===== src/rtl/core/ppd_pkg.sv =====
// Shared constants and register codes for the profile peak detector.
package ppd_pkg;

  // Default sample width and profile length.
  localparam int unsigned SAMPLE_WIDTH_DEF = 16;
  localparam int unsigned MAX_ROWS_DEF     = 4096;

  // Fixed widths of the result row and of the spacing register.
  localparam int unsigned ROW_OUT_W = 12;
  localparam int unsigned SPACING_W = 12;

  // Configuration channel widths.
  localparam int unsigned CFG_IDX_W  = 2;
  localparam int unsigned CFG_DATA_W = 32;

  // Reset value of the minimum peak spacing.
  localparam logic [SPACING_W-1:0] SPACING_RST = 12'd8;

  // Configuration register indexes.
  typedef enum logic [CFG_IDX_W-1:0] {
    REG_PEAK_THR    = 2'd0,
    REG_ZERO_THR    = 2'd1,
    REG_MIN_SPACING = 2'd2
  } cfg_reg_e;

endpackage


===== src/rtl/core/ppd_if.sv =====
// Handshake channels of the profile peak detector: samples, results and configuration.
interface ppd_sample_if #(
  parameter int unsigned SAMPLE_WIDTH = ppd_pkg::SAMPLE_WIDTH_DEF
);
  logic                           valid;
  logic                           ready;
  logic signed [SAMPLE_WIDTH-1:0] sample;
  logic                           last_sample;

  modport source (output valid, sample, last_sample, input ready);
  modport sink   (input valid, sample, last_sample, output ready);
endinterface

interface ppd_result_if;
  logic                             valid;
  logic                             ready;
  logic [ppd_pkg::ROW_OUT_W-1:0]    baseline_row;
  logic                             flushed_at_end;

  modport source (output valid, baseline_row, flushed_at_end, input ready);
  modport sink   (input valid, baseline_row, flushed_at_end, output ready);
endinterface

interface ppd_cfg_if;
  logic                            valid;
  logic                            ready;
  logic [ppd_pkg::CFG_IDX_W-1:0]   index;
  logic [ppd_pkg::CFG_DATA_W-1:0]  data;

  modport source (output valid, index, data, input ready);
  modport sink   (input valid, index, data, output ready);
endinterface


===== src/rtl/core/ppd_cfg_regs.sv =====
// Configuration register file: thresholds and minimum peak spacing.
module ppd_cfg_regs #(
  parameter int unsigned SAMPLE_WIDTH = ppd_pkg::SAMPLE_WIDTH_DEF
) (
  input  logic                                clk_i,
  input  logic                                rst_ni,
  input  logic                                wr_valid_i,
  input  logic [ppd_pkg::CFG_IDX_W-1:0]       wr_index_i,
  input  logic [ppd_pkg::CFG_DATA_W-1:0]      wr_data_i,
  output logic                                wr_ready_o,
  output logic signed [SAMPLE_WIDTH-1:0]      peak_thr_o,
  output logic signed [SAMPLE_WIDTH-1:0]      zero_thr_o,
  output logic [ppd_pkg::SPACING_W-1:0]       spacing_o
);
  import ppd_pkg::*;

  logic signed [SAMPLE_WIDTH-1:0] peak_thr_q;
  logic signed [SAMPLE_WIDTH-1:0] zero_thr_q;
  logic [SPACING_W-1:0]           spacing_q;

  // Writes always complete in the cycle they are offered.
  assign wr_ready_o = 1'b1;

  // Register decode; unknown indexes are dropped.
  always_ff @(posedge clk_i or negedge rst_ni) begin
    if (!rst_ni) begin
      peak_thr_q <= '0;
      zero_thr_q <= '0;
      spacing_q  <= SPACING_RST;
    end else if (wr_valid_i) begin
      unique case (cfg_reg_e'(wr_index_i))
        REG_PEAK_THR:    peak_thr_q <= $signed(wr_data_i[SAMPLE_WIDTH-1:0]);
        REG_ZERO_THR:    zero_thr_q <= $signed(wr_data_i[SAMPLE_WIDTH-1:0]);
        REG_MIN_SPACING: spacing_q  <= wr_data_i[SPACING_W-1:0];
        default: ;
      endcase
    end
  end

  assign peak_thr_o = peak_thr_q;
  assign zero_thr_o = zero_thr_q;
  assign spacing_o  = spacing_q;

endmodule


===== src/rtl/core/ppd_in_stage.sv =====
// Input register that holds one sample item until the detector takes it.
module ppd_in_stage #(
  parameter int unsigned SAMPLE_WIDTH = ppd_pkg::SAMPLE_WIDTH_DEF
) (
  input  logic                           clk_i,
  input  logic                           rst_ni,
  input  logic                           in_valid_i,
  input  logic signed [SAMPLE_WIDTH-1:0] in_sample_i,
  input  logic                           in_last_i,
  output logic                           in_ready_o,
  output logic                           valid_o,
  output logic signed [SAMPLE_WIDTH-1:0] sample_o,
  output logic                           last_o,
  input  logic                           advance_i
);
  logic                           valid_q;
  logic signed [SAMPLE_WIDTH-1:0] sample_q;
  logic                           last_q;
  logic                           load;

  // The register takes a new item when empty or when its item moves on.
  assign in_ready_o = !valid_q || advance_i;
  assign load       = in_valid_i && in_ready_o;

  always_ff @(posedge clk_i or negedge rst_ni) begin
    if (!rst_ni) begin
      valid_q <= 1'b0;
    end else if (in_ready_o) begin
      valid_q <= in_valid_i;
    end
  end

  // Payload needs no reset.
  always_ff @(posedge clk_i) begin
    if (load) begin
      sample_q <= in_sample_i;
      last_q   <= in_last_i;
    end
  end

  assign valid_o  = valid_q;
  assign sample_o = sample_q;
  assign last_o   = last_q;

endmodule


===== src/rtl/core/ppd_detect.sv =====
// Peak tracking state, open/close decisions and the result register.
module ppd_detect #(
  parameter int unsigned SAMPLE_WIDTH = ppd_pkg::SAMPLE_WIDTH_DEF,
  parameter int unsigned MAX_ROWS     = ppd_pkg::MAX_ROWS_DEF
) (
  input  logic                                clk_i,
  input  logic                                rst_ni,
  input  logic                                s1_valid_i,
  input  logic signed [SAMPLE_WIDTH-1:0]      s1_sample_i,
  input  logic                                s1_last_i,
  output logic                                advance_o,
  input  logic signed [SAMPLE_WIDTH-1:0]      peak_thr_i,
  input  logic signed [SAMPLE_WIDTH-1:0]      zero_thr_i,
  input  logic [ppd_pkg::SPACING_W-1:0]       spacing_i,
  output logic                                out_valid_o,
  input  logic                                out_ready_i,
  output logic [ppd_pkg::ROW_OUT_W-1:0]       baseline_row_o,
  output logic                                flushed_at_end_o
);
  import ppd_pkg::*;

  localparam int unsigned ROW_W  = $clog2(MAX_ROWS);
  localparam int unsigned WIDE_W = (ROW_W > SPACING_W) ? ROW_W : SPACING_W;
  localparam int unsigned SE_W   = WIDE_W + 1;
  localparam int unsigned EXT_W  = (ROW_W > ROW_OUT_W) ? ROW_W : ROW_OUT_W;
  localparam logic [ROW_W-1:0] ROW_LAST = ROW_W'(MAX_ROWS - 1);

  logic                           in_peak_q, in_peak_d;
  logic signed [SAMPLE_WIDTH-1:0] peak_value_q, peak_value_d;
  logic [ROW_W-1:0]               peak_row_q, peak_row_d;
  logic [SE_W-1:0]                search_end_q, search_end_d;
  logic [ROW_W-1:0]               row_q, row_d;

  logic                           out_valid_q;
  logic [ROW_OUT_W-1:0]           row_out_q;
  logic                           flushed_q;

  logic                           emit;
  logic                           emit_flush;
  logic [ROW_W-1:0]               emit_row;
  logic [SE_W-1:0]                row_ext;
  logic [SE_W-1:0]                se_new;
  logic [EXT_W-1:0]               emit_row_ext;

  // An item moves on when the result register is free or being emptied.
  assign advance_o = s1_valid_i && (!out_valid_q || out_ready_i);

  assign row_ext = SE_W'(row_q);
  assign se_new  = row_ext + SE_W'(spacing_i);

  // Open, track and close decisions for the current sample.
  always_comb begin
    in_peak_d    = in_peak_q;
    peak_value_d = peak_value_q;
    peak_row_d   = peak_row_q;
    search_end_d = search_end_q;
    emit         = 1'b0;
    emit_flush   = 1'b0;

    if (!in_peak_q) begin
      if (s1_sample_i > peak_thr_i) begin
        in_peak_d    = 1'b1;
        peak_value_d = s1_sample_i;
        peak_row_d   = row_q;
        search_end_d = se_new;
      end
    end else if (s1_sample_i > peak_value_q) begin
      peak_value_d = s1_sample_i;
      peak_row_d   = row_q;
      search_end_d = se_new;
    end else if ((row_ext > search_end_q) && (s1_sample_i <= zero_thr_i)) begin
      in_peak_d = 1'b0;
      emit      = 1'b1;
    end

    // End of profile: flush a peak that is still open.
    if (s1_last_i) begin
      if (in_peak_d) begin
        in_peak_d  = 1'b0;
        emit       = 1'b1;
        emit_flush = 1'b1;
      end
      row_d = '0;
    end else if (row_q == ROW_LAST) begin
      row_d = '0;
    end else begin
      row_d = row_q + 1'b1;
    end
  end

  assign emit_row     = peak_row_d;
  assign emit_row_ext = EXT_W'(emit_row);

  // Tracking state.
  always_ff @(posedge clk_i or negedge rst_ni) begin
    if (!rst_ni) begin
      in_peak_q    <= 1'b0;
      peak_value_q <= '0;
      peak_row_q   <= '0;
      search_end_q <= '0;
      row_q        <= '0;
    end else if (advance_o) begin
      in_peak_q    <= in_peak_d;
      peak_value_q <= peak_value_d;
      peak_row_q   <= peak_row_d;
      search_end_q <= search_end_d;
      row_q        <= row_d;
    end
  end

  // Result register valid flag.
  always_ff @(posedge clk_i or negedge rst_ni) begin
    if (!rst_ni) begin
      out_valid_q <= 1'b0;
    end else if (advance_o) begin
      out_valid_q <= emit;
    end else if (out_ready_i) begin
      out_valid_q <= 1'b0;
    end
  end

  // Result payload.
  always_ff @(posedge clk_i) begin
    if (advance_o && emit) begin
      row_out_q <= emit_row_ext[ROW_OUT_W-1:0];
      flushed_q <= emit_flush;
    end
  end

  assign out_valid_o      = out_valid_q;
  assign baseline_row_o   = row_out_q;
  assign flushed_at_end_o = flushed_q;

endmodule


===== src/rtl/core/profile_peak_detector.sv =====
// Top level of the profile peak detector.
//
// Usage: one signed profile sample per row arrives on sample_i, with
// last_sample set on the final row of a profile. A peak opens when a sample
// exceeds the peak threshold and closes once the row is past the search end
// and the sample is at or below the zero threshold; its maximum row then
// leaves on result_o. An open peak is flushed on the last row, marked by
// flushed_at_end. Most items produce no result.
// Configuration: cfg_i writes register 0 (peak threshold), 1 (zero
// threshold) or 2 (minimum spacing); it is always ready and should be used
// only while no item is in flight.
// Timing: an item is taken into the input register, evaluated there, and its
// result is shown from the result register. One item per cycle is accepted
// while result_o does not stall; the single compare-and-update on the input
// register sets that figure.
// Reset clears all tracking state and the row counter, sets the thresholds
// to zero and the spacing to eight. When result_o stalls, the result
// register holds, the input register takes one more item only if it is
// empty, and then sample_i.ready drops until the result is taken.
module profile_peak_detector #(
  parameter int unsigned SAMPLE_WIDTH = ppd_pkg::SAMPLE_WIDTH_DEF,
  parameter int unsigned MAX_ROWS     = ppd_pkg::MAX_ROWS_DEF
) (
  input  logic       clk_i,
  input  logic       rst_ni,
  ppd_sample_if.sink sample_i,
  ppd_result_if.source result_o,
  ppd_cfg_if.sink    cfg_i
);
  import ppd_pkg::*;

  logic                           s1_valid;
  logic signed [SAMPLE_WIDTH-1:0] s1_sample;
  logic                           s1_last;
  logic                           advance;
  logic signed [SAMPLE_WIDTH-1:0] peak_thr;
  logic signed [SAMPLE_WIDTH-1:0] zero_thr;
  logic [SPACING_W-1:0]           spacing;

  // Configuration registers.
  ppd_cfg_regs #(
    .SAMPLE_WIDTH (SAMPLE_WIDTH)
  ) u_cfg (
    .clk_i      (clk_i),
    .rst_ni     (rst_ni),
    .wr_valid_i (cfg_i.valid),
    .wr_index_i (cfg_i.index),
    .wr_data_i  (cfg_i.data),
    .wr_ready_o (cfg_i.ready),
    .peak_thr_o (peak_thr),
    .zero_thr_o (zero_thr),
    .spacing_o  (spacing)
  );

  // Input register.
  ppd_in_stage #(
    .SAMPLE_WIDTH (SAMPLE_WIDTH)
  ) u_in (
    .clk_i       (clk_i),
    .rst_ni      (rst_ni),
    .in_valid_i  (sample_i.valid),
    .in_sample_i (sample_i.sample),
    .in_last_i   (sample_i.last_sample),
    .in_ready_o  (sample_i.ready),
    .valid_o     (s1_valid),
    .sample_o    (s1_sample),
    .last_o      (s1_last),
    .advance_i   (advance)
  );

  // Peak tracking and result register.
  ppd_detect #(
    .SAMPLE_WIDTH (SAMPLE_WIDTH),
    .MAX_ROWS     (MAX_ROWS)
  ) u_detect (
    .clk_i            (clk_i),
    .rst_ni           (rst_ni),
    .s1_valid_i       (s1_valid),
    .s1_sample_i      (s1_sample),
    .s1_last_i        (s1_last),
    .advance_o        (advance),
    .peak_thr_i       (peak_thr),
    .zero_thr_i       (zero_thr),
    .spacing_i        (spacing),
    .out_valid_o      (result_o.valid),
    .out_ready_i      (result_o.ready),
    .baseline_row_o   (result_o.baseline_row),
    .flushed_at_end_o (result_o.flushed_at_end)
  );

endmodule


===== src/flat_wrapper.sv =====
// flat-port wrapper written by rule: the top's interface ports become plain ports
module profile_peak_detector_flat import ppd_pkg::*;
#(
  parameter int unsigned SAMPLE_WIDTH = ppd_pkg::SAMPLE_WIDTH_DEF,
  parameter int unsigned MAX_ROWS     = ppd_pkg::MAX_ROWS_DEF
)
  (clk_i, rst_ni, sample_i_valid, sample_i_sample, sample_i_last_sample, sample_i_ready, result_o_valid, result_o_baseline_row, result_o_flushed_at_end, result_o_ready, cfg_i_valid, cfg_i_index, cfg_i_data, cfg_i_ready);
  ppd_sample_if #(.SAMPLE_WIDTH(SAMPLE_WIDTH)) sample_i_i ();
  ppd_result_if result_o_i ();
  ppd_cfg_if cfg_i_i ();
  input  logic clk_i;
  input  logic rst_ni;
  input wire logic [$bits(sample_i_i.valid)-1:0] sample_i_valid;
  input wire logic [$bits(sample_i_i.sample)-1:0] sample_i_sample;
  input wire logic [$bits(sample_i_i.last_sample)-1:0] sample_i_last_sample;
  output wire logic [$bits(sample_i_i.ready)-1:0] sample_i_ready;
  output wire logic [$bits(result_o_i.valid)-1:0] result_o_valid;
  output wire logic [$bits(result_o_i.baseline_row)-1:0] result_o_baseline_row;
  output wire logic [$bits(result_o_i.flushed_at_end)-1:0] result_o_flushed_at_end;
  input wire logic [$bits(result_o_i.ready)-1:0] result_o_ready;
  input wire logic [$bits(cfg_i_i.valid)-1:0] cfg_i_valid;
  input wire logic [$bits(cfg_i_i.index)-1:0] cfg_i_index;
  input wire logic [$bits(cfg_i_i.data)-1:0] cfg_i_data;
  output wire logic [$bits(cfg_i_i.ready)-1:0] cfg_i_ready;
  assign sample_i_i.valid = sample_i_valid;
  assign sample_i_i.sample = sample_i_sample;
  assign sample_i_i.last_sample = sample_i_last_sample;
  assign sample_i_ready = sample_i_i.ready;
  assign result_o_valid = result_o_i.valid;
  assign result_o_baseline_row = result_o_i.baseline_row;
  assign result_o_flushed_at_end = result_o_i.flushed_at_end;
  assign result_o_i.ready = result_o_ready;
  assign cfg_i_i.valid = cfg_i_valid;
  assign cfg_i_i.index = cfg_i_index;
  assign cfg_i_i.data = cfg_i_data;
  assign cfg_i_ready = cfg_i_i.ready;
  profile_peak_detector #(.SAMPLE_WIDTH(SAMPLE_WIDTH), .MAX_ROWS(MAX_ROWS)) u_core (.clk_i(clk_i), .rst_ni(rst_ni), .sample_i(sample_i_i), .result_o(result_o_i), .cfg_i(cfg_i_i));
endmodule

===== config.mk =====
export PLATFORM = sky130hd
export DESIGN_NAME = profile_peak_detector_flat
export DESIGN_NICKNAME = d
export VERILOG_FILES = /design/src/rtl/core/ppd_pkg.sv /design/src/rtl/core/ppd_if.sv /design/src/rtl/core/ppd_cfg_regs.sv /design/src/rtl/core/ppd_in_stage.sv /design/src/rtl/core/ppd_detect.sv /design/src/rtl/core/profile_peak_detector.sv /design/src/flat_wrapper.sv
export SDC_FILE = /design/constraint.sdc
export NUM_CORES = 1
export LEC_CHECK = 0
export ABC_AREA = 1
export BUFFER_PORTS_ARGS = -buffer_cell sky130_fd_sc_hd__buf_2
export CORE_ASPECT_RATIO = 0.7
export CORE_UTILIZATION = 55
export DETAILED_ROUTE_END_ITERATION = 6
export GPL_TIMING_DRIVEN = 0
export PLACE_DENSITY = 0.75
export SYNTH_ARGS = -nofsm -noshare
export SYNTH_HDL_FRONTEND = slang
export SYNTH_SLANG_ARGS = --single-unit

===== constraint.sdc =====
create_clock -name clk_i -period 2.5 [get_ports clk_i]
set_input_delay 0.25 -clock clk_i [delete_from_list [all_inputs] [get_ports clk_i]]
set_output_delay 0.25 -clock clk_i [all_outputs]
set_load 0.1 [all_outputs]

# == Word level (Yosys, flattened, before mapping) ==
# Cells that the tools add are included.
# classes
addsub,2
bitwise,0
mul,0
magnitude_cmp,4
n_shift,0
n_reduce_logical,15
n_eq_ne,4
muxes,24
div,0
# op_table
cell,count
$mux 12,5
$mux 16,3
$mux 13,3
$gt 16x16->1,2
$le 16x16->1,1
$add 12x12->13,1
$gt 12x13->1,1
$mux 1,13
$add 12x1->12 const B,1
$eq 12x12->1 const B,1
$reduce_and 2->1,3
$logic_and 1x1->1,4
$reduce_bool 2->1,2
$reduce_and 3->1,1
$eq 2x1->1 const B,1
$eq 2x2->1 const B,1
$logic_not 1->1,2
$logic_not 2->1,1
$logic_or 1x1->1,2
$ne 2x1->1 const B,1
# word_totals
latch_bits,0
ram_bits,0
ff_bits,130
mem_count,0
romBits,0

# == Logic depth before layout (Yosys ltp) ==
# Gate-level depths: netlist of run 1.
# logic_depth
ltp_word,8
ltp_mapped,18
depth_no_buf,17

# == Modules after synthesis ==
# Synthesis of run 1 repeated with hierarchy kept, for this count alone.
# hier_totals
hier_cells,904
hier_area_um2,7622.3
# modules_own_cells
mod,cells_per_inst,n_inst,seq_area_each_um2,area_per_inst_um2
ppd_detect,682,1,1766.7,5180.0
ppd_cfg_regs,199,1,1102.3,1886.8
ppd_in_stage,23,1,535.5,555.5

# == Least setup slack after synthesis of run 1 ==
# OpenSTA, ideal clock, no wires.
# synth_path
path_kind,register to register
from,reg u_core.u_detect.out_valid_q (netlist: u_core.u_detect.out_valid_o)
to,"reg u_core.u_in.last_q (netlist: u_core.u_in.last_o), enable pin"
path_buffers,0
slack_ns,-0.330
required_ns,2.177
synth_period_minus_slack_ns,2.830
path_stages_with_launch,4
arrival_ns,2.507
cell_sequence,dfrtp_1 nand3_1 nand2_1 inv_1
# synth_between
elab_chain_cells,5
# synth_rtl
element,line_no,source
start: declaration,ppd_detect.sv:34,logic out_valid_q;
start signal: assignment,ppd_detect.sv:116,out_valid_q <= emit;
$logic_not 1->1,ppd_detect.sv:46,assign advance_o = s1_valid_i && (!out_valid_q || out_ready_i);
$logic_or 1x1->1,ppd_detect.sv:46,
$logic_and 1x1->1,ppd_detect.sv:46,
$logic_or 1x1->1,ppd_in_stage.sv:22,assign in_ready_o = !valid_q || advance_i;
named net sample_i_ready,flat_wrapper.sv:16,output wire logic [$bits(sample_i_i.ready)-1:0] sample_i_ready;
$logic_and 1x1->1,ppd_in_stage.sv:23,assign load = in_valid_i && in_ready_o;
named net u_core.u_in.load,ppd_in_stage.sv:19,logic load;
end signal: assignment,ppd_in_stage.sv:37,last_q <= in_last_i;
end: declaration,ppd_in_stage.sv:18,logic last_q;
# The timed path passes the listed nets, and every way through them passes these cells.
# A chain may end at the register's enable or synchronous reset.

# == Final worst setup path of run 1 ==
# layout_path
from,reg u_core.u_in.sample_q[15] (netlist: u_core.u_in.sample_o[15])
to,"reg u_core.u_detect.row_out_q[3] (netlist: u_core.u_detect.baseline_row_o[3]), enable pin"
# layout_between
elab_chain_cells,8
word_cells_on_any_way,14
cone_classes,3 x order compare; 9 x mux; 2 x reduce/logical
# layout_rtl
element,line_no,source
start: declaration,ppd_in_stage.sv:17,logic signed [SAMPLE_WIDTH-1:0] sample_q;
start signal: assignment,ppd_in_stage.sv:36,sample_q <= in_sample_i;
$le 16x16->1,ppd_detect.sv:71,end else if ((row_ext > search_end_q) && (s1_sample_i <= zero_thr_i)) begin
$logic_and 1x1->1,ppd_detect.sv:71,
$mux 1,ppd_detect.sv:71,
$mux 1,ppd_detect.sv:67,end else if (s1_sample_i > peak_value_q) begin
$mux 1,ppd_detect.sv:60,if (!in_peak_q) begin
$mux 1,ppd_detect.sv:78,if (in_peak_d) begin
$mux 1 (*),ppd_detect.sv:77,if (s1_last_i) begin
$logic_and 1x1->1 (*),ppd_detect.sv:124,if (advance_o && emit) begin
end signal: assignment,ppd_detect.sv:125,row_out_q <= emit_row_ext[ROW_OUT_W-1:0];
end: declaration,ppd_detect.sv:35,logic [ROW_OUT_W-1:0] row_out_q;
# Every way passes the cells marked *; elsewhere a longest branch is shown, timed or not.

==> impl_metrics.json, run 1 <==
{
  "fin_ws_ns": 0.08251,
  "route.detailed.drc": 0,
  "min_from": "sample_i_sample[0]",
  "place_ws_ns": -0.2612,
  "skew_ns": 0.01078,
  "grt_first_pass_wirelength_mm": 28.84,
  "cts_sinks": 130,
  "wl_mm": 17.92,
  "worstHoldPathCells": 1,
  "synth_cell_types": 41,
  "clk_latency_ns": 0.43,
  "worstHoldPathType": "in -> reg",
  "criticalPathCategory": "reg -> reg",
  "via_per_inst": 5.352,
  "place.gp.congestion": 0.8745,
  "wl_per_cell_um": 15.94,
  "yosysMostFrequentCell": "nand2_1",
  "ctsRootBufferMaster": "clkbuf_16",
  "yosysTopAreaCellShare": 0.3355,
  "async_flop_share": 0.7692,
  "setup_viol": 0,
  "dp_hpwl_mm": 12.78,
  "fin_nets": 1075,
  "yosysWarnings": 0,
  "synth_edf_count": 30,
  "p_leak_nw": 4.451,
  "ant_nets": 0,
  "synth_top_cells_by_count": "nand2_1, inv_1, dfrtp_1",
  "drive_gt1_frac": 0.1555,
  "drv_cap": 0,
  "fin_crit_sh": 0.9670,
  "slew_headroom": 0.5023,
  "grt_max_degree": 70,
  "timing.fmax_mhz": 413.7,
  "hold_viol": 0,
  "fin_crit_ns": 2.417,
  "hold-worst-slack_ns": 0.004397,
  "reg2reg_from": "u_core.u_in.sample_o[15]",
  "status": "finished, final reports clean",
  "required_ns": 2.63,
  "fp.dieW_um": 140.5,
  "cp-startpoint": "u_core.u_in.sample_o[15]",
  "drv_slew": 0,
  "cts_made_buffers": 17,
  "synth_area_leaders": "dfrtp_1, ha_1, edfxtp_1",
  "power_density_mw_per_mm2": 1002,
  "syn_inst": 855,
  "r2r_cells": 10,
  "cts.path.max_buffers": 2,
  "start_kind": "flip-flop",
  "clk_pin_slew_worst_paths_ns": 0.06,
  "seq_area_frac_synth": 0.4611,
  "synth_area_mm2": 0.007383,
  "ctsHtreeMaxLevel": 4,
  "track_usage": 0.2714,
  "start_util": 0.5620,
  "postPlaceCellArea_mm2": 0.007896,
  "postSynthAreaPerCell_um2": 8.635,
  "antenna_cells": 0,
  "coreArea_mm2": 0.01314,
  "critPathMaxFanout": 6,
  "cp-end-kind": "flip-flop",
  "grt_antenna_before_repair": 0,
  "portBuffers": 54,
  "grt_pass1_vias": 5794,
  "cts_tree": "built",
  "setup_tns_ns": 0,
  "synth-main-ff-cell": "dfrtp_1",
  "rows": 35,
  "stdcell_area_mm2": 0.008656,
  "drt_iter0_drc": 354,
  "dieArea_mm2": 0.01390,
  "area_growth_pct": 17.23,
  "die_h_um": 98.94,
  "ir_drop_v": 0.0005328,
  "ys_ff_latch": 130,
  "syn-num-nets": 985,
  "worstPathArrival_ns": 2.55,
  "worst_pin_slew_ns": 0.7457,
  "vias": 6016,
  "grt_overflow": 0,
  "io_pins": 72,
  "synth.largest_area_cell": "dfrtp_1",
  "first_pass_iters": 5
}
==> final timing paths <==
path,endpoint,slack [ns]
setup / recovery,u_core.u_detect.baseline_row_o[3],0.08
hold / removal,u_core.u_in.sample_o[0],0.004
setup reg to reg,u_core.u_detect.baseline_row_o[3],0.08
hold reg to reg,u_core.u_detect.search_end_q[11],0.47
max in group asynchronous,u_core.u_cfg.spacing_o[3],1.44
min in group asynchronous,u_core.u_detect.peak_row_q[5],0.31
==> sequential cells by signal (all words and copies together), names as in the netlist, 12 cells and up <==
signal,cells
u_core.u_detect.peak_row_q,12
u_core.u_detect.peak_value_q,16
u_core.u_cfg.peak_thr_o,16
u_core.u_detect.row_q,12
u_core.u_in.sample_o,16
u_core.u_detect.search_end_q,13
u_core.u_detect.baseline_row_o,12
u_core.u_cfg.zero_thr_o,16
u_core.u_cfg.spacing_o,12
==> cell families (layout without fill, tap and decap cells) <==
kind of cell	count (synthesis)	count (layout)	synth area share
simple gates	387	388	0.2325
other cells	1	1	0.0005079
flops	130	130	0.4611
fa+ha+maj	74	74	0.1264
compound gates	109	109	0.07829
xor+xnor	15	15	0.01779
buf+inv	139	241	0.08338
==> cells in the final DEF, fill, tap and decap left out, types with 5 or more instances in the layout <==
cell type / count
a21oi_1: 38
buf_2: 55
buf_4: 6
buf_6: 11
clkbuf_1: 10
clkbuf_16: 18
clkinv_4: 5
dfrtp_1: 99
dlygate4sd3_1: 11
edfxtp_1: 30
ha_1: 73
inv_1: 114
nand2_1: 189
nand2_2: 30
nand3_1: 66
nand4_1: 8
nor2_1: 72
nor3_1: 8
o21ai_0: 56
xnor2_1: 8
xor2_1: 7
==> power breakdown <==
group / leakage [nW] / internal [mW] / total (mW) / switching (mW)
clock: 0.280 / 1.44 / 2.43 / 0.986
sequential: 1.57 / 2.68 / 3.03 / 0.345
combinational: 2.60 / 1.11 / 3.23 / 2.11
total: 4.45 / 5.23 / 8.68 / 3.44
==> cell type report <==
type,instances,area [um^2]
Fill cell,1114,4482
Multi-Input combinational cell,587,3407
Sequential cell,130,3405
Clock buffer,19,454.2
Timing Repair Buffer,70,440.4
Inverter,115,431.7
Tap cell,166,207.7
Buffer,24,183.9
Clock inverter,13,126.4
==> per-stage QoR <==
step	instances	total power, mW	util
finish	1124	8.677	0.6589
global route	1124	9.232	0.6589
CTS	1113	8.645	0.6501
detailed placement	1076	6.171	0.6010
global placement	1075	6.074	0.5988
floorplan	855	5.441	-
==> routing by layer <==
metal | part of all wire | track usage
met1 | 0.50 | 0.3967
met4 | 0.013 | 0.08278
met3 | 0.059 | 0.06025
met5 | 0 | 0
met2 | 0.43 | 0.4035
==> worst max-delay path, cell delays in order, from the launching register on <==
cell and delay, ns:
edfxtp_1 0.45, ha_1 0.37, nand2_1 0.14, nor4_4 0.34
nand2_1 0.12, nand2_1 0.08, nand2_1 0.05, nand3_1 0.13
nand4_1 0.12, buf_4 0.18, nand2_2 0.14
==> what timing repair did <==
action,in CTS,in global routing
buffers inserted,0,4
endpoints found under the hold margin,35,6
hold buffers,5,6
pin swaps,0,2
gates resized for setup,3,4
setup endpoints to repair,13,55
cloned,0,1
Power figures use the tool's default switching activity.
==> run 2: changes to the inputs <==
--- a/config.mk
+++ b/config.mk
@@ -8,10 +8,9 @@
 export ABC_AREA = 1
 export BUFFER_PORTS_ARGS = -buffer_cell sky130_fd_sc_hd__buf_2
 export CORE_ASPECT_RATIO = 0.7
-export CORE_UTILIZATION = 55
+export CORE_UTILIZATION = 30
 export DETAILED_ROUTE_END_ITERATION = 6
 export GPL_TIMING_DRIVEN = 0
-export PLACE_DENSITY = 0.75
 export SYNTH_ARGS = -nofsm -noshare
 export SYNTH_HDL_FRONTEND = slang
 export SYNTH_SLANG_ARGS = --single-unit
==> constraint.sdc (replaced) <==
create_clock -name clk_i -period 3.1 [get_ports clk_i]
set_input_delay 0.31 -clock clk_i [delete_from_list [all_inputs] [get_ports clk_i]]
set_output_delay 0.31 -clock clk_i [all_outputs]
set_load 0.1 [all_outputs]
==> impl_metrics.json, run 2 (synthesis results as in run 1) <==
{
  "rsz0062_at_grt": "no",
  "skew_ns": 0.008951,
  "hold_viol": 0,
  "hold_end": "u_core.u_in.sample_o[10]",
  "vias": 5895,
  "portBuffers": 54,
  "antenna_cells": 0,
  "min_from": "sample_i_sample[10]",
  "worstHoldPathType": "in -> reg",
  "crit_top_cell": "nand2_1",
  "mostFrequentLayoutCell": "nand2_1",
  "place.gp.congestion": 0.8312,
  "crit_family": "simple AND/OR/NAND/NOR gates",
  "r2r-end": "u_core.u_detect.baseline_row_o[4]",
  "most-common-layout-cells": "nand2_1, inv_1, dfrtp_1",
  "clk_pin_slew_worst_paths_ns": 0.06,
  "area_growth_pct": 17.73,
  "hold-worst-slack_ns": 0.05933,
  "power_density_mw_per_mm2": 817.8,
  "grt_first_pass_wirelength_mm": 30.59,
  "coreArea_mm2": 0.02388,
  "criticalPathCategory": "reg -> reg",
  "fin_crit_sh": 0.8826,
  "route.detailed.drc": 0,
  "drive_gt1_frac": 0.1421,
  "fillers": 2505,
  "drv_cap": 0,
  "required_ns": 3.20,
  "clk_latency_ns": 0.43,
  "dp_hpwl_mm": 14.19,
  "cp-end-kind": "flip-flop",
  "ctsRootBufferMaster": "clkbuf_16",
  "io_pins": 72,
  "cts_tree": "built",
  "drv_slew": 0,
  "wl_per_cell_um": 14.87,
  "worstHoldPathCells": 1,
  "dieArea_mm2": 0.02525,
  "rows": 47,
  "setup_tns_ns": 0,
  "fin_nets": 1060,
  "slew_headroom": 0.4978,
  "track_usage": 0.1590,
  "ctsHtreeMaxLevel": 4,
  "drt_iter0_drc": 350,
  "fin_ws_ns": 0.3640,
  "place_ws_ns": 0.2102,
  "r2r_cells": 9,
  "crit_buf_inv": 0,
  "status": "finished, final reports clean",
  "cts.path.max_buffers": 2,
  "critPathMaxFanout": 13,
  "first_pass_iters": 5,
  "critical_path.slowest_cell": "edfxtp_1",
  "fin_crit_ns": 2.736,
  "reg2reg_from": "u_core.u_in.sample_o[15]",
  "p_leak_nw": 4.381,
  "max_stage_delay_ns": 0.51,
  "post_cts_buffers": 0,
  "start_kind": "flip-flop",
  "die_h_um": 133.3,
  "cts_made_buffers": 17,
  "setup_viol": 0,
  "timing.fmax_mhz": 365.5,
  "grt_max_degree": 66,
  "worstPathArrival_ns": 2.84,
  "fp.dieW_um": 189.5,
  "ant_nets": 0,
  "start_util": 0.3092,
  "via_per_inst": 4.675,
  "ir_drop_v": 0.0004713,
  "ff2ff_setup_slack_ns": 0.36,
  "grt_overflow": 0,
  "crit_chain": "ha_1 > nand2_1 > nor4_1 > nand2_1 > nand2_1 > nand2_1 > nand3_1 > nand4_1 > nand2_2",
  "wl_mm": 18.75,
  "grt_antenna_before_repair": 0,
  "cts_sinks": 130,
  "worst_pin_slew_ns": 0.7524,
  "grt_pass1_vias": 5658
}
==> run 2: cell count changes in the layout (fill, tap and decap cells not counted), moves of 2 or more <==
cell | before | now
inv_6 | 3 | 1
clkinv_1 | 0 | 5
nand2_1 | 189 | 191
dlygate4sd3_1 | 11 | 1
clkinv_4 | 5 | 0
nand2_4 | 4 | 2
buf_4 | 6 | 2
bufinv_16 | 1 | 4
==> run 2: worst max path at each step <==
stage | from | endpoint | slack, ns | depth (start not counted)
floorplan | u_core.u_detect.out_valid_o | u_core.u_in.last_o | 0.27 | 3
global placement | u_core.u_in.sample_o[15] | u_core.u_detect.baseline_row_o[7] | 0.23 | 9
detailed placement | u_core.u_in.sample_o[15] | u_core.u_detect.baseline_row_o[8] | 0.21 | 9
CTS | u_core.u_in.sample_o[15] | u_core.u_detect.baseline_row_o[4] | 0.20 | 9
global route | u_core.u_in.sample_o[15] | u_core.u_detect.baseline_row_o[3] | 0.09 | 9
finish | u_core.u_in.sample_o[15] | u_core.u_detect.baseline_row_o[4] | 0.36 | 9
==> run 2: area by class of cell <==
cell class / instances / area, um^2 / area share
sequential: 130 / 3405 / 0.3917
multi-input combinational: 586 / 3366 / 0.3872
clock buffer: 19 / 432.9 / 0.04981
inverter: 115 / 431.7 / 0.04966
tap: 318 / 397.9 / 0.04578
timing repair buffer: 56 / 310.3 / 0.03570
buffer: 24 / 183.9 / 0.02116
clock inverter: 13 / 165.2 / 0.01900
==> run 2: through the flow <==
stage               instances  cell area [um^2]    util  power, mW
finish                   1261              8692  0.3641      7.108
global route             1261              8692  0.3641      7.600
CTS                      1261              8690  0.3640      7.137
detailed placement       1228              8082  0.3385      5.021
global placement         1227              8051  0.3372      4.956
floorplan                 855              7383       -      4.387
==> run 2: power breakdown <==
part,internal [mW],total (mW),switching [mW]
Sequential,2.16,2.44,0.279
Combinational,0.879,2.57,1.69
Clock,1.33,2.10,0.767
==> run 2: routing by layer <==
layer | routed length, um | vias to the layer above | part of all wire | global-route usage
met2 | 7144 | 157 | 0.38 | 0.2088
li1 | - | 2953 | - | -
met5 | 0 | - | 0 | 0
met4 | 205 | 0 | 0.011 | 0.04480
met3 | 1158 | 20 | 0.062 | 0.03846
met1 | 10240 | 2765 | 0.55 | 0.2508
==> run 2: what timing repair did <==
| action | in CTS | in global routing |
|---|---|---|
| hold buffers | 1 | 0 |
| resized for setup | 0 | 1 |
| endpoints found under the setup margin | 0 | 13 |
| endpoints found under the hold margin | 34 | 0 |
==> run 3: changes to the inputs <==
--- a/config.mk
+++ b/config.mk
@@ -9,6 +9,7 @@
 export BUFFER_PORTS_ARGS = -buffer_cell sky130_fd_sc_hd__buf_2
 export CORE_ASPECT_RATIO = 0.7
 export CORE_UTILIZATION = 30
+export CTS_BUF_LIST = sky130_fd_sc_hd__clkbuf_16
 export DETAILED_ROUTE_END_ITERATION = 6
 export GPL_TIMING_DRIVEN = 0
 export SYNTH_ARGS = -nofsm -noshare
==> impl_metrics.json, run 3 (synthesis results as in run 1) <==
{
  "ctsRootBufferMaster": "clkbuf_16",
  "clk_latency_ns": 0.43,
  "p_leak_nw": 4.389,
  "clk_pin_slew_worst_paths_ns": 0.06,
  "critPathMaxFanout": 13,
  "cts_made_buffers": 17,
  "antenna_cells": 0,
  "wl_per_cell_um": 14.87,
  "ant_nets": 0,
  "track_usage": 0.1590,
  "first_pass_iters": 5,
  "skew_ns": 0.008971,
  "die_h_um": 133.3,
  "status": "finished, final reports clean",
  "max_stage_delay_ns": 0.51,
  "mostFrequentLayoutCell": "nand2_1",
  "fin_nets": 1060,
  "grt_pass1_vias": 5658,
  "start_kind": "flip-flop",
  "start_util": 0.3092,
  "rsz0062_at_grt": "no",
  "cp-end-kind": "flip-flop",
  "power_mw": 7.103,
  "ctsHtreeMaxLevel": 4,
  "most-common-layout-cells": "nand2_1, inv_1, dfrtp_1",
  "wl_mm": 18.75,
  "rows": 47,
  "dieArea_mm2": 0.02525,
  "drv_slew": 0,
  "crit_top_cell": "nand2_1",
  "drv_cap": 0,
  "grt_max_degree": 66,
  "vias": 5878,
  "cts.path.max_buffers": 2,
  "cts_sinks": 130,
  "crit_chain": "ha_1 > nand2_1 > nor4_1 > nand2_1 > nand2_1 > nand2_1 > nand3_1 > nand4_1 > nand2_2",
  "cts_tree": "built",
  "crit_buf_inv": 0,
  "drt_iter0_drc": 341,
  "timing.fmax_mhz": 362.5,
  "fp.dieW_um": 189.5,
  "grt_antenna_before_repair": 0,
  "fin_crit_sh": 0.8899,
  "place.gp.congestion": 0.8312,
  "fin_crit_ns": 2.759,
  "hold_viol": 0,
  "drive_gt1_frac": 0.1421,
  "io_pins": 72,
  "coreArea_mm2": 0.02388,
  "ir_drop_v": 0.0004711,
  "route.detailed.drc": 0,
  "post_cts_buffers": 0,
  "grt_overflow": 0,
  "worstPathArrival_ns": 2.86,
  "slew_headroom": 0.4998,
  "via_per_inst": 4.661,
  "area_growth_pct": 17.73,
  "crit_family": "simple AND/OR/NAND/NOR gates",
  "power_density_mw_per_mm2": 817.2,
  "dp_hpwl_mm": 14.19,
  "worst_pin_slew_ns": 0.7494,
  "required_ns": 3.20,
  "portBuffers": 54,
  "critical_path.slowest_cell": "edfxtp_1",
  "setup_tns_ns": 0,
  "grt_first_pass_wirelength_mm": 30.59,
  "criticalPathCategory": "reg -> reg",
  "worstHoldPathType": "in -> reg",
  "setup_viol": 0
}
-- run 3: changes by cell type in the layout (fill, tap and decap cells not counted), sizes merged --
cell	delta
clkbuf	-2
inv	+2
-- run 3: cell type report --
| cell class | count | area, um^2 |
|---|---|---|
| inverter | 115 | 431.7 |
| fill | 2505 | 15180 |
| multi-input combinational | 586 | 3366 |
| timing repair buffer | 56 | 310.3 |
| buffer | 24 | 183.9 |
| sequential | 130 | 3405 |
| clock inverter | 15 | 172.7 |
| tap | 318 | 397.9 |
| clock buffer | 17 | 425.4 |
-- run 3: path summary, 6_finish.rpt --
kind	from	endpoint	slack, ns	cells after the start
min in group asynchronous	rst_ni	u_core.u_cfg.peak_thr_o[13]	0.38	2
setup reg to reg	u_core.u_in.sample_o[15]	u_core.u_detect.baseline_row_o[4]	0.34	9
setup / recovery	u_core.u_in.sample_o[15]	u_core.u_detect.baseline_row_o[4]	0.34	9
max in group asynchronous	rst_ni	u_core.u_detect.peak_value_q[3]	2.00	3
hold / removal	sample_i_sample[10]	u_core.u_in.sample_o[10]	0.06	1
hold reg to reg	u_core.u_detect.search_end_q[6]	u_core.u_detect.search_end_q[6]	0.47	2
-- run 3: what timing repair did --
item | in CTS | in global routing
hold endpoints to repair | 34 | 0
endpoints found under the setup margin | 0 | 13
gates resized for setup | 0 | 1
hold buffers | 1 | 0
-- run 3: report_power, final --
| group | switching, mW | internal, mW | total (mW) |
|---|---|---|---|
| Combinational | 1.69 | 0.879 | 2.57 |
| Sequential | 0.278 | 2.16 | 2.44 |
| Clock | 0.768 | 1.32 | 2.09 |
| Total | 2.74 | 4.36 | 7.10 |
-- run 3: worst reg2reg max path: cells and delay by family, from the launching register on --
| kind | cells | cell delay (ns) |
|---|---|---|
| AND/OR/NAND/NOR | 8 | 1.54 |
| adder cells (fa/ha/maj) | 1 | 0.40 |
| flip-flops | 1 | 0.51 |
-- run 3: metal layers --
metal / part of all wire / track usage / up-vias
met2: 0.38 / 0.2088 / 151
met3: 0.060 / 0.03846 / 20
met4: 0.011 / 0.04480 / 0
met1: 0.55 / 0.2508 / 2755
li1: - / - / 2952
met5: 0 / 0 / -
-- run 3: stage by stage --
stage	cells	hold slack [ns]	utilization	worst slack (ns)	area, um^2
2_1_floorplan	855	0.01441	-	0.2704	7383
3_3_place_gp	1227	0.4538	0.3372	0.2282	8051
3_5_place_dp	1228	0.3076	0.3385	0.2102	8082
4_1_cts	1261	0.04314	0.3640	0.2016	8690
5_1_grt	1261	0.04361	0.3641	0.09071	8692
6_report	1261	0.05946	0.3641	0.3413	8692
